$ cat config.mk
export PLATFORM = sky130hd
export DESIGN_NAME = line_4b5b_byte_decoder
export DESIGN_NICKNAME = d
export VERILOG_FILES = /design/src/rtl/l4b5b_pkg.sv /design/src/rtl/l4b5b_group_decode.sv /design/src/rtl/l4b5b_gearbox.sv /design/src/rtl/line_4b5b_byte_decoder.sv
export SDC_FILE = /design/constraint.sdc
export NUM_CORES = 1
export LEC_CHECK = 0
export BUFFER_PORTS_ARGS = -buffer_cell sky130_fd_sc_hd__buf_2
export CORE_MARGIN = 1
export CORE_UTILIZATION = 52
export DETAILED_ROUTE_END_ITERATION = 7
export GPL_TIMING_DRIVEN = 1
export PLACE_DENSITY = 0.75
export SYNTH_ARGS = -nofsm -noshare
export SYNTH_HDL_FRONTEND = slang
export SYNTH_SLANG_ARGS = --single-unit
$ cat constraint.sdc
create_clock -name clock -period 2.2 [get_ports clock]
set_input_delay 0.33 -clock clock [delete_from_list [all_inputs] [get_ports clock]]
set_output_delay 0.33 -clock clock [all_outputs]
set_load 0.01 [all_outputs]
$ cat src/rtl/l4b5b_pkg.sv
package l4b5b_pkg;

   localparam int unsigned GROUP_BITS = 5;
   localparam int unsigned PAIR_BITS  = 2 * GROUP_BITS;
   localparam int unsigned BYTE_BITS  = 8;
   localparam int unsigned NIB_BITS   = 4;

   // Two code groups pulled from the gearbox, low group in the low bits.
   typedef struct packed {
      logic                 valid;
      logic [PAIR_BITS-1:0] bits;
   } pair_type;

endpackage

$ cat src/rtl/l4b5b_group_decode.sv
module l4b5b_group_decode (
   input  logic [l4b5b_pkg::GROUP_BITS-1:0] code,
   output logic [l4b5b_pkg::NIB_BITS-1:0]   nibble,
   output logic                             code_ok
);
   import l4b5b_pkg::*;

   localparam logic [GROUP_BITS-1:0] CODE_0 = 5'b11110;
   localparam logic [GROUP_BITS-1:0] CODE_1 = 5'b01001;
   localparam logic [GROUP_BITS-1:0] CODE_2 = 5'b10100;
   localparam logic [GROUP_BITS-1:0] CODE_3 = 5'b10101;
   localparam logic [GROUP_BITS-1:0] CODE_4 = 5'b01010;
   localparam logic [GROUP_BITS-1:0] CODE_5 = 5'b01011;
   localparam logic [GROUP_BITS-1:0] CODE_6 = 5'b01110;
   localparam logic [GROUP_BITS-1:0] CODE_7 = 5'b01111;
   localparam logic [GROUP_BITS-1:0] CODE_8 = 5'b10010;
   localparam logic [GROUP_BITS-1:0] CODE_9 = 5'b10011;
   localparam logic [GROUP_BITS-1:0] CODE_A = 5'b10110;
   localparam logic [GROUP_BITS-1:0] CODE_B = 5'b10111;
   localparam logic [GROUP_BITS-1:0] CODE_C = 5'b11010;
   localparam logic [GROUP_BITS-1:0] CODE_D = 5'b11011;
   localparam logic [GROUP_BITS-1:0] CODE_E = 5'b11100;
   localparam logic [GROUP_BITS-1:0] CODE_F = 5'b11101;

   always_comb begin
      code_ok = 1'b1;
      unique case (code)
         CODE_0:  nibble = 4'h0;
         CODE_1:  nibble = 4'h1;
         CODE_2:  nibble = 4'h2;
         CODE_3:  nibble = 4'h3;
         CODE_4:  nibble = 4'h4;
         CODE_5:  nibble = 4'h5;
         CODE_6:  nibble = 4'h6;
         CODE_7:  nibble = 4'h7;
         CODE_8:  nibble = 4'h8;
         CODE_9:  nibble = 4'h9;
         CODE_A:  nibble = 4'hA;
         CODE_B:  nibble = 4'hB;
         CODE_C:  nibble = 4'hC;
         CODE_D:  nibble = 4'hD;
         CODE_E:  nibble = 4'hE;
         CODE_F:  nibble = 4'hF;
         default: begin
            nibble  = 4'h0;
            code_ok = 1'b0;
         end
      endcase
   end

endmodule

$ cat src/rtl/l4b5b_gearbox.sv
module l4b5b_gearbox (
   input  logic                            clock,
   input  logic                            reset,
   input  logic                            load,
   input  logic [l4b5b_pkg::BYTE_BITS-1:0] byte_data,
   output l4b5b_pkg::pair_type             pair
);
   import l4b5b_pkg::*;

   // From reset the held count is always even and at most 8 between bytes.
   logic [BYTE_BITS-1:0]   buffer_ff, buffer_in;
   logic [3:0]             count_ff, count_in;
   logic [BYTE_BITS-1:0]   held_mask;
   logic [2*BYTE_BITS-1:0] held;
   logic [4:0]             count_sum;

   always_comb begin
      held_mask = BYTE_BITS'((9'd1 << count_ff) - 9'd1);
      held      = {{BYTE_BITS{1'b0}}, buffer_ff & held_mask}
                | ({{BYTE_BITS{1'b0}}, byte_data} << count_ff);
      count_sum = {1'b0, count_ff} + 5'd8;

      pair.valid = (count_sum >= 5'(PAIR_BITS));
      pair.bits  = held[PAIR_BITS-1:0];

      if (pair.valid) begin
         buffer_in = {2'b00, held[2*BYTE_BITS-1:PAIR_BITS]};
         count_in  = 4'(count_sum - 5'(PAIR_BITS));
      end else begin
         buffer_in = held[BYTE_BITS-1:0];
         count_in  = 4'(count_sum);
      end
   end

   always_ff @(posedge clock) begin
      if (reset) begin
         buffer_ff <= '0;
         count_ff  <= '0;
      end else if (load) begin
         buffer_ff <= buffer_in;
         count_ff  <= count_in;
      end
   end

endmodule

$ cat src/rtl/line_4b5b_byte_decoder.sv
// Channel   Direction  Ports
// request   in         req_valid, req_stall, req_encoded_byte[7:0]
// response  out        rsp_valid, rsp_stall, rsp_decoded_byte[7:0], rsp_code_error
//
// A request is taken into an input register; then, once the response register is free or
// its byte completes no pair, the byte is appended to the gearbox and any full 10-bit pair
// is decoded into the response register. One request can enter every cycle while the response is not stalled.
// A request that completes no pair produces no response.
// Reset (synchronous) empties both registers and the gearbox bit buffer.
// A stalled response holds; requests that yield no response still drain past it.
module line_4b5b_byte_decoder (
   input  logic                            clock,
   input  logic                            reset,
   input  logic                            req_valid,
   output logic                            req_stall,
   input  logic [l4b5b_pkg::BYTE_BITS-1:0] req_encoded_byte,
   output logic                            rsp_valid,
   input  logic                            rsp_stall,
   output logic [l4b5b_pkg::BYTE_BITS-1:0] rsp_decoded_byte,
   output logic                            rsp_code_error
);
   import l4b5b_pkg::*;

   logic                 in_valid_ff, in_valid_in;
   logic [BYTE_BITS-1:0] in_byte_ff;
   logic                 out_valid_ff, out_valid_in;
   logic [BYTE_BITS-1:0] out_byte_ff;
   logic                 out_error_ff;
   logic                 out_free;
   logic                 advance;
   logic                 req_take;
   pair_type             pair;
   logic [NIB_BITS-1:0]  lo_nibble, hi_nibble;
   logic                 lo_ok, hi_ok;

   l4b5b_gearbox u_gearbox (
      .clock     (clock),
      .reset     (reset),
      .load      (advance),
      .byte_data (in_byte_ff),
      .pair      (pair)
   );

   l4b5b_group_decode u_lo_decode (
      .code    (pair.bits[GROUP_BITS-1:0]),
      .nibble  (lo_nibble),
      .code_ok (lo_ok)
   );

   l4b5b_group_decode u_hi_decode (
      .code    (pair.bits[PAIR_BITS-1:GROUP_BITS]),
      .nibble  (hi_nibble),
      .code_ok (hi_ok)
   );

   always_comb begin
      out_free  = !out_valid_ff || !rsp_stall;
      advance   = in_valid_ff && (out_free || !pair.valid);
      req_stall = in_valid_ff && !advance;
      req_take  = req_valid && !req_stall;

      if (req_take) begin
         in_valid_in = 1'b1;
      end else if (advance) begin
         in_valid_in = 1'b0;
      end else begin
         in_valid_in = in_valid_ff;
      end

      if (advance && pair.valid) begin
         out_valid_in = 1'b1;
      end else if (out_valid_ff && !rsp_stall) begin
         out_valid_in = 1'b0;
      end else begin
         out_valid_in = out_valid_ff;
      end
   end

   always_ff @(posedge clock) begin
      if (reset) begin
         in_valid_ff  <= 1'b0;
         out_valid_ff <= 1'b0;
      end else begin
         in_valid_ff  <= in_valid_in;
         out_valid_ff <= out_valid_in;
      end
   end

   always_ff @(posedge clock) begin
      if (req_take) begin
         in_byte_ff <= req_encoded_byte;
      end
      if (advance && pair.valid) begin
         out_byte_ff  <= {hi_nibble, lo_nibble};
         out_error_ff <= !(lo_ok && hi_ok);
      end
   end

   assign rsp_valid        = out_valid_ff;
   assign rsp_decoded_byte = out_byte_ff;
   assign rsp_code_error   = out_error_ff;

endmodule

# Word level (Yosys, flattened, before mapping)
# Index checks and enable logic that the tools add are counted.
[totals]
out_inout_bits = 11
register_bits = 31
input_bits = 12
elab_cells = 75
[classes]
eq_ne = 32
addsub = 3
shifts = 2
reduce_logical = 18
n_mux = 10
order_cmp = 1
n_bitwise = 2
[op_table]
columns = ["op", "count"]
rows = [
  ["4-bit one-hot mux with 15 select lines", 2],
  ["5-bit equality test (second input constant)", 22],
  ["5-bit by 4-bit equality test with 1-bit output (second input constant)", 10],
  ["16-bit OR reduction", 2],
  ["8-bit by 16-bit bitwise OR with 16-bit output", 1],
  ["8-bit by 4-bit left shift with 16-bit output", 1],
  ["8-bit bitwise AND", 1],
  ["8-bit 2-to-1 mux", 1],
  ["1-bit by 4-bit left shift with 8-bit output (first input constant)", 1],
  ["8-bit by 1-bit subtractor with 8-bit output (second input constant)", 1],
  ["1-bit logical AND", 6],
  ["1-bit logical NOT", 6],
  ["1-bit 2-to-1 mux", 6],
  ["4-bit by 4-bit adder with 5-bit output (second input constant)", 1],
  ["5-bit by 4-bit >= comparator with 1-bit output (second input constant)", 1],
  ["4-bit 2-to-1 mux", 1],
  ["2-bit nonzero test", 2],
  ["4-bit subtractor (second input constant)", 1],
  ["1-bit logical OR", 2],
]

# Depth between registers and ports, before layout
# Gate-level depths: netlist of the first run.
[depth]
word_depth = 10
depth_mapped = 11
depth_no_buf = 9

# Modules after synthesis
# A second synthesis of the first run with hierarchy kept.
[unflattened]
hier_cells = 193
area_unflattened_um2 = 1859.3
[modules_own_cells]
columns = ["mod", "seq_area_each_um2", "cells_per_inst", "n_inst", "area_each_um2"]
rows = [
  ["l4b5b_gearbox", 220.2, 124, 1, 999.7],
  ["line_4b5b_byte_decoder", 550.5, 31, 1, 606.8],
  ["l4b5b_group_decode", 0.0, 19, 2, 126.4],
]

# Worst setup path before layout of the first run
# OpenSTA, ideal clock, no wires.
[synth_path]
path_type = "reg2reg"
from = "register u_gearbox.count_ff[2]"
to = "register out_error_ff (netlist: rsp_code_error) (data pin)"
arrival_time_ps = 2075
slack_ps = -145
t_required_ps = 1930
setup_time_ps = 270
synth_period_minus_slack_ps = 2345
stages_incl_launch_ff = 10
path_buffers = 1
cell_sequence = "dfxtp_1 -> buf_6 -> inv_1 -> ha_1 -> o31a_1 -> o31ai_4 -> o21ai_4 -> and4_4 -> a221oi_2 -> o211ai_1"
[synth_via]
elab_chain_len = 9
elab_cells_between_ends = 43
cone_classes = "1 x add/sub; 32 x eq/ne; 2 x shift; 2 x mux; 2 x bitwise; 4 x reduce/logical"
[synth_rtl]
columns = ["item", "line_no", "source"]
rows = [
  ["start, declared", "l4b5b_gearbox.sv:12", "logic [3:0] count_ff, count_in;"],
  ["start signal, assigned", "l4b5b_gearbox.sv:41", "count_ff <= count_in;"],
  ["1-bit by 4-bit left shift with 8-bit output", "l4b5b_gearbox.sv:18", "held_mask = BYTE_BITS'((9'd1 << count_ff) - 9'd1);"],
  ["8-bit by 1-bit subtractor with 8-bit output", "l4b5b_gearbox.sv:18", ""],
  ["8-bit bitwise AND", "l4b5b_gearbox.sv:19", "held = {{BYTE_BITS{1'b0}}, buffer_ff & held_mask}"],
  ["8-bit by 16-bit bitwise OR with 16-bit output (*)", "l4b5b_gearbox.sv:20", "| ({{BYTE_BITS{1'b0}}, byte_data} << count_ff);"],
  ["5-bit equality test or 5-bit by 4-bit equality test with 1-bit output (tied branches)", "l4b5b_group_decode.sv:27", "unique case (code)"],
  ["16-bit OR reduction (no source line)", "-", ""],
  ["1-bit 2-to-1 mux", "l4b5b_group_decode.sv:27", ""],
  ["1-bit logical AND (*)", "line_4b5b_byte_decoder.sv:95", "out_error_ff <= !(lo_ok && hi_ok);"],
  ["1-bit logical NOT (*)", "line_4b5b_byte_decoder.sv:95", ""],
  ["end signal, assigned", "line_4b5b_byte_decoder.sv:95", ""],
  ["end, declared", "line_4b5b_byte_decoder.sv:28", "logic out_error_ff;"],
]
# Mark *: on every way between the ends. The rest lies on a longest branch, timed or not.
# A chain may end at the register's enable or synchronous reset.

# Worst setup path after layout of the first run
# Ends and elaborated chain as after synthesis.

==> run_results.csv, run 1 <==
group,metric,value,unit
clock_tree,postCtsHoldBufs,0,
sta,slew_headroom,0.594,
power_and_ir_drop,p_sw,0.000587,W
power_and_ir_drop,p_seq_frac,0.356,
sta,slew_viol_final,0,
detailed_routing,wirelength,4670,um
die,die_area,3870,um^2
yosys,synth-simple-area-share,0.179,
clock_tree,cts_tree,"built",
power_and_ir_drop,powerDensity,803,nW/um^2
setup_path,arrival,2230,ps
setup_path,r2r_slack,70,ps
die,die_x,62.2,um
min_path,hold_path.class,"in2reg",
clock_tree,cts_buffers,5,
setup_path,crit_required,2290,ps
die,start_util,0.552,
die,core.rowCount,21,
detailed_routing,route.detailed.drc,0,
clock_tree,insertion_delay,350,ps
power_and_ir_drop,intPower,0.00131,W
final_layout,drive_gt1_frac,0.343,
sta,finalCritPeriodShare,0.970,
yosys,synthArstFlopShare,0,
yosys,synthAdderAreaFrac,0.0464,
final_layout,final_common_cell,"buf_2",
power_and_ir_drop,cellLeakagePower,0.884,nW
power_and_ir_drop,comb_power_share,0.334,
die,core_area,3420,um^2
yosys,synth-seq-cells,30,
detailed_routing,detail_route.first_pass.iterations,4,
setup_path,cp-end-kind,"flop",
min_path,hold_depth,1,
global_route,grt_pass1_vias,1689,
global_route,antenna_found_initial,0,
yosys,syn_nets,211,
sta,finalWorstPathRequiredPeriod,2130,ps
final_layout,final_nets,251,
min_path,whs_endpoint,"in_byte_ff[5]",
setup_path,cp-start-kind,"flop",
sta,max_freq,0.469,GHz
final_layout,fin_cells,279,
sta,tightest_slew,608,ps
detailed_routing,route.vias.total,1701,
yosys,synth.mux.area_fraction,0.0756,
yosys,synth-compound-area-share,0.231,
job,cap_violations,0,
sta,final-hold-violation-count,0,
clock_tree,cts.sinks,30,
detailed_routing,postRouteAntennaNets,0,
detailed_routing,drt_iter0_drc,97,
yosys,yosys_most_used_dff,"edfxtp_1",
setup_path,worstSetupPathType,"reg2reg",
global_route,grt_max_degree,15,
final_layout,fill_cells,281,
yosys,postSynthAreaPerCell,9.83,um^2
place,portBuffers,22,
place,placed_cells,270,
sta,finalSetupViolCount,0,
yosys,synth_top_area_share,0.271,
sta,timing.setup.tns,0,ps
global_route,track_usage,0.257,
yosys,post_synth_instance_area,1890,um^2
clock_tree,cts_max_path_buffers,2,
setup_path,critPathMaxFanout,4,
status,status,"finished, final reports clean",
setup_path,worstRegToRegCells,9,
final_layout,final_core_util,0.690,
die,num_io_pins,23,
sta,fin_hold_ws,154,ps
yosys,yosysWarnings,0,
place,dp_hpwl,3500,um
detailed_routing,vias_per_cell,6.10,
detailed_routing,routedWlPerCell,16.7,um
setup_path,r2r_end,"rsp_code_error",
clock_tree,clockRootBuffer,"clkbuf_4",
final_layout,area_delta_synth_final,24.9,%
global_route,grt_pass1_wl,7590,um
yosys,synth_xor_area_frac,0.0232,
power_and_ir_drop,vdd_drop_max,0.000569,V
global_route,overflow,0,
clock_tree,htreeDepth,2,
power_and_ir_drop,swShare,0.310,
power_and_ir_drop,pwr-share-clk,0.311,
sta,finalClockSkew,9.44,ps
min_path,min_from,"req_encoded_byte[5]",
place,gp_congestion,0.930,
yosys,synth_edf_count,17,
yosys,synth_top_family_by_area,"compound AO/OA/AOI/OAI gates",
sta,rsz0062_at_grt,"true",
final_layout,layout_common_cells,"buf_2, nor2_1, buf_4",
final_layout,antenna_cells,0,
yosys,synth_area_leaders,"edfxtp_1, dfxtp_1, mux2i_1",
yosys,synth_cells,192,
clock_tree,clk_pin_slew,100,ps
setup_path,reg2reg_from,"u_gearbox.count_ff[2]",
die,fp.dieH,62.2,um
yosys,post-synth-top-area-cell,"edfxtp_1",
power_and_ir_drop,total_power,0.00189,W
yosys,ys_types,52,
yosys,ys_seq_area_frac,0.408,
-- stage by stage --
step / setup WS [ps] / cell area (um^2)
after floorplan: -14.7 / 1910
after global placement: 13.0 / 2180
after detailed placement: -31.8 / 2180
after CTS: 11.2 / 2310
after global routing: -60.2 / 2360
final: 65.8 / 2360
-- sequential cells by signal, indices dropped and copies added (netlist names) --
register,count
rsp_decoded_byte,8
rsp_code_error,1
rsp_valid,1
u_gearbox.count_ff,3
in_byte_ff,8
u_gearbox.buffer_ff,8
in_valid_ff,1
-- worst max path at each step --
stage	slack (ps)	to	start
global route	-60	rsp_code_error	u_gearbox.count_ff[2]
finish	70	rsp_code_error	u_gearbox.count_ff[2]
CTS	10	req_stall	u_gearbox.count_ff[1]
detailed placement	-30	rsp_code_error	u_gearbox.count_ff[2]
global placement	10	rsp_code_error	u_gearbox.count_ff[2]
floorplan	-10	rsp_code_error	u_gearbox.count_ff[2]
-- worst max-delay path, stage by stage, from the launching register on --
cell and delay [ps]:
dfxtp_2 360, inv_4 100, ha_4 180, nand2b_4 70
ha_2 330, nor2b_1 50, a21oi_2 180, and2b_2 280
a221oi_2 210, o211ai_1 130
-- power groups by stage --
stage / combinational [W] / sequential, W / clock, W
final: 0.000631 / 0.000673 / 0.000588
after global routing: 0.000685 / 0.000677 / 0.000619
after CTS: 0.000594 / 0.000671 / 0.000596
after detailed placement: 0.000585 / 0.000684 / 0
after global placement: 0.000565 / 0.000681 / 0
after floorplan: 0.000395 / 0.000681 / 0
-- per-layer routing --
metal	GRT usage	vias up	part of all wire
li1	-	802	-
met2	0.475	73	0.53
met4	0.148	0	0.027
met1	0.266	813	0.40
met5	0	-	0
met3	0.0551	13	0.048
-- kinds of logic (layout without fill, tap and decap cells) --
logic type,after synthesis,after routing
AND/OR/NAND/NOR,68,68
buffers and inverters,14,55
flip-flops,30,30
adder cells (fa/ha/maj),7,7
AO/OA/AOI/OAI,55,55
multiplexers,13,13
XOR/XNOR,5,5
-- timing repair --
action | in CTS | in global routing
gates resized for setup | 4 | 10
setup buffers | 0 | 1
endpoints found under the setup margin | 2 | 13
pin swaps | 0 | 3
-- cell type report --
type	count	area, um^2	area share
Clock buffer	6	51.3	0.0218
Clock inverter	2	60.1	0.0255
Sequential cell	30	776	0.329
Tap cell	46	57.6	0.0244
Timing Repair Buffer	41	265	0.113
Inverter	6	27.5	0.0117
Multi-Input combinational cell	148	1120	0.475
-- synthesized netlist by cell type, types with 3 or more instances --
master,instances
a211oi_1,4
a21oi_1,10
a22oi_1,3
clkbuf_1,3
dfxtp_1,13
edfxtp_1,17
ha_1,7
inv_1,6
mux2i_1,9
nand2_1,12
nand2b_1,5
nand3_1,4
nand4_1,4
nor2_1,21
nor2b_1,5
nor3_1,7
o211ai_1,3
o21ai_0,7
o22ai_1,3
xnor2_1,5
Note: power is estimated with default switching activity, not from simulation.
==> run 2: changes to the inputs <==
--- a/config.mk
+++ b/config.mk
@@ -7,10 +7,10 @@
 export LEC_CHECK = 0
 export BUFFER_PORTS_ARGS = -buffer_cell sky130_fd_sc_hd__buf_2
 export CORE_MARGIN = 1
-export CORE_UTILIZATION = 52
+export CORE_UTILIZATION = 62
 export DETAILED_ROUTE_END_ITERATION = 7
 export GPL_TIMING_DRIVEN = 1
-export PLACE_DENSITY = 0.75
+export PLACE_DENSITY = 0.84
 export SYNTH_ARGS = -nofsm -noshare
 export SYNTH_HDL_FRONTEND = slang
 export SYNTH_SLANG_ARGS = --single-unit
==> constraint.sdc (replaced) <==
create_clock -name clock -period 2.47 [get_ports clock]
set_input_delay 0.3705 -clock clock [delete_from_list [all_inputs] [get_ports clock]]
set_output_delay 0.3705 -clock clock [all_outputs]
set_load 0.01 [all_outputs]
==> run 2 against run 1 <==
Clock skew rose by 0.98 ps; the flow now finishes with violations (design-rule violations); design area down 8.8%; final cell count down 7.5%.
==> run_results.csv, run 2 (synthesis gave the netlist of run 1 again) <==
group,metric,value,unit
clock_tree,postCtsHoldBufs,0,
global_route,overflow,0,
clock_tree,cts_tree,"built",
sta,setup_slack,96.7,ps
global_route,grt_pass1_vias,1589,
power_and_ir_drop,swShare,0.351,
setup_path,r2r_slack,120,ps
setup_path,arrival,2000,ps
place,gp_congestion,0.981,
detailed_routing,vias_per_cell,6.40,
setup_path,worstSetupPathType,"reg2out",
die,fp.dieH,57.2,um
final_layout,layout_common_cells,"buf_2, nor2_1, edfxtp_1",
clock_tree,cts_buffers,5,
clock_tree,htreeDepth,2,
die,start_util,0.667,
power_and_ir_drop,comb_power_share,0.360,
clock_tree,cts_max_path_buffers,2,
min_path,hold_path.class,"in2reg",
detailed_routing,routedWlPerCell,17.2,um
power_and_ir_drop,powerDensity,632,nW/um^2
detailed_routing,highest_layer,"met4",
place,pre_cts_slack,151,ps
power_and_ir_drop,pwr-share-clk,0.200,
job,cap_violations,0,
sta,max_freq,0.421,GHz
detailed_routing,routed-wl-met3,311,um
global_route,antenna_found_initial,0,
die,num_io_pins,23,
place,portBuffers,22,
sta,slew_headroom,0.555,
clock_tree,cts_setup_buffers,0,
power_and_ir_drop,vdd_drop_max,0.000410,V
sta,finalSetupViolCount,0,
global_route,grt_pass1_wl,7270,um
power_and_ir_drop,cellLeakagePower,0.811,nW
clock_tree,insertion_delay,320,ps
sta,finalClockSkew,10.4,ps
die,die_x,57.2,um
final_layout,final_common_cell,"buf_2",
die,core.rowCount,19,
setup_path,cp-end-kind,"output port",
die,die_area,3270,um^2
sta,finalCritPeriodShare,0.961,
sta,slew_viol_final,0,
global_route,track_usage,0.299,
die,core_area,2830,um^2
clock_tree,clk_pin_slew,90,ps
setup_path,cp-start-kind,"flop",
detailed_routing,postRouteAntennaNets,0,
final_layout,final_nets,245,
sta,tightest_slew,660,ps
final_layout,drive_gt1_frac,0.242,
final_layout,area_delta_synth_final,13.9,%
detailed_routing,route.detailed.drc,3,
clock_tree,clockRootBuffer,"clkbuf_4",
detailed_routing,wirelength,4430,um
place,dp_hpwl,3340,um
sta,finalWorstPathRequiredPeriod,2370,ps
clock_tree,cts.sinks,30,
detailed_routing,detail_route.first_pass.iterations,8,
detailed_routing,drt_iter0_drc,114,
power_and_ir_drop,p_seq_frac,0.439,
power_and_ir_drop,p_sw,0.000477,W
status,status,"finished with violations",
status,violations,"design-rule violations",
setup_path,crit_required,2100,ps
power_and_ir_drop,intPower,0.000881,W
final_layout,fill_cells,200,
detailed_routing,wl_met1,1750,um
global_route,grt_max_degree,15,
detailed_routing,wl_met2,2240,um
final_layout,antenna_cells,0,
sta,final-hold-violation-count,0,
sta,rsz0062_at_grt,"true",
detailed_routing,route.vias.total,1650,
setup_path,critPathMaxFanout,5,
final_layout,final_core_util,0.759,
-- run 2: cell count changes in the layout (fill, tap and decap cells not counted), moves of 3 or more --
| cell | previous run | this run |
|---|---|---|
| buf_4 | 18 | 13 |
| clkbuf_1 | 0 | 3 |
| inv_1 | 3 | 6 |
| ha_1 | 3 | 7 |
-- run 2: area by class of cell --
| type | count | area (um^2) | share of cell area |
|---|---|---|---|
| tap | 31 | 38.8 | 0.0181 |
| inverter | 6 | 22.5 | 0.0105 |
| clock buffer | 8 | 48.8 | 0.0227 |
| timing repair buffer | 35 | 208 | 0.0967 |
| sequential | 30 | 771 | 0.359 |
| multi-input combinational | 148 | 1060 | 0.493 |
-- run 2: per-stage QoR --
step | TNS, ps | instance area, um^2 | total power [W] | cells | hold slack (ps)
3_3_place_gp | 0 | 2090 | 0.00106 | 250 | 473
5_1_grt | -9.74 | 2150 | 0.00143 | 258 | 203
2_1_floorplan | 0 | 1890 | 0.000950 | 192 | 443
4_1_cts | 0 | 2140 | 0.00135 | 258 | 204
3_5_place_dp | 0 | 2090 | 0.00108 | 250 | 479
6_report | 0 | 2150 | 0.00136 | 258 | 216
-- run 2: path summary, 6_finish.rpt --
check / start / endpoint / depth (start not counted)
max: u_gearbox.count_ff[1] / req_stall / 8
min: req_encoded_byte[4] / in_byte_ff[4] / 1
max reg2reg: u_gearbox.count_ff[1] / rsp_code_error / 9
min reg2reg: u_gearbox.buffer_ff[2] / u_gearbox.buffer_ff[2] / 2
-- run 2: critical path, stage by stage, from the launching register on --
cell     delay, ps
dfxtp_1        410
inv_1          100
buf_4          170
ha_1           200
ha_1           220
nand2_1        180
nand2_1         80
nor2_1         160
buf_2          160
-- run 2: per-layer routing --
metal	track usage	vias to the layer above
li1	-	792
met1	0.342	769
met2	0.508	77
met3	0.0839	12
met4	0.157	0
met5	0	-
-- run 2: repair_timing --
item / in CTS / in global routing
gates resized for setup: 0 / 1
setup endpoints to repair: 0 / 2
hold endpoints to repair: 0 / 0
-- run 2: power by group through the flow --
stage	logic, W	clock network, W	registers, W
floorplan	0.000345	0	0.000605
global placement	0.000454	0	0.000605
detailed placement	0.000471	0	0.000607
CTS	0.000472	0.000279	0.000595
global route	0.000533	0.000294	0.000601
finish	0.000490	0.000272	0.000597
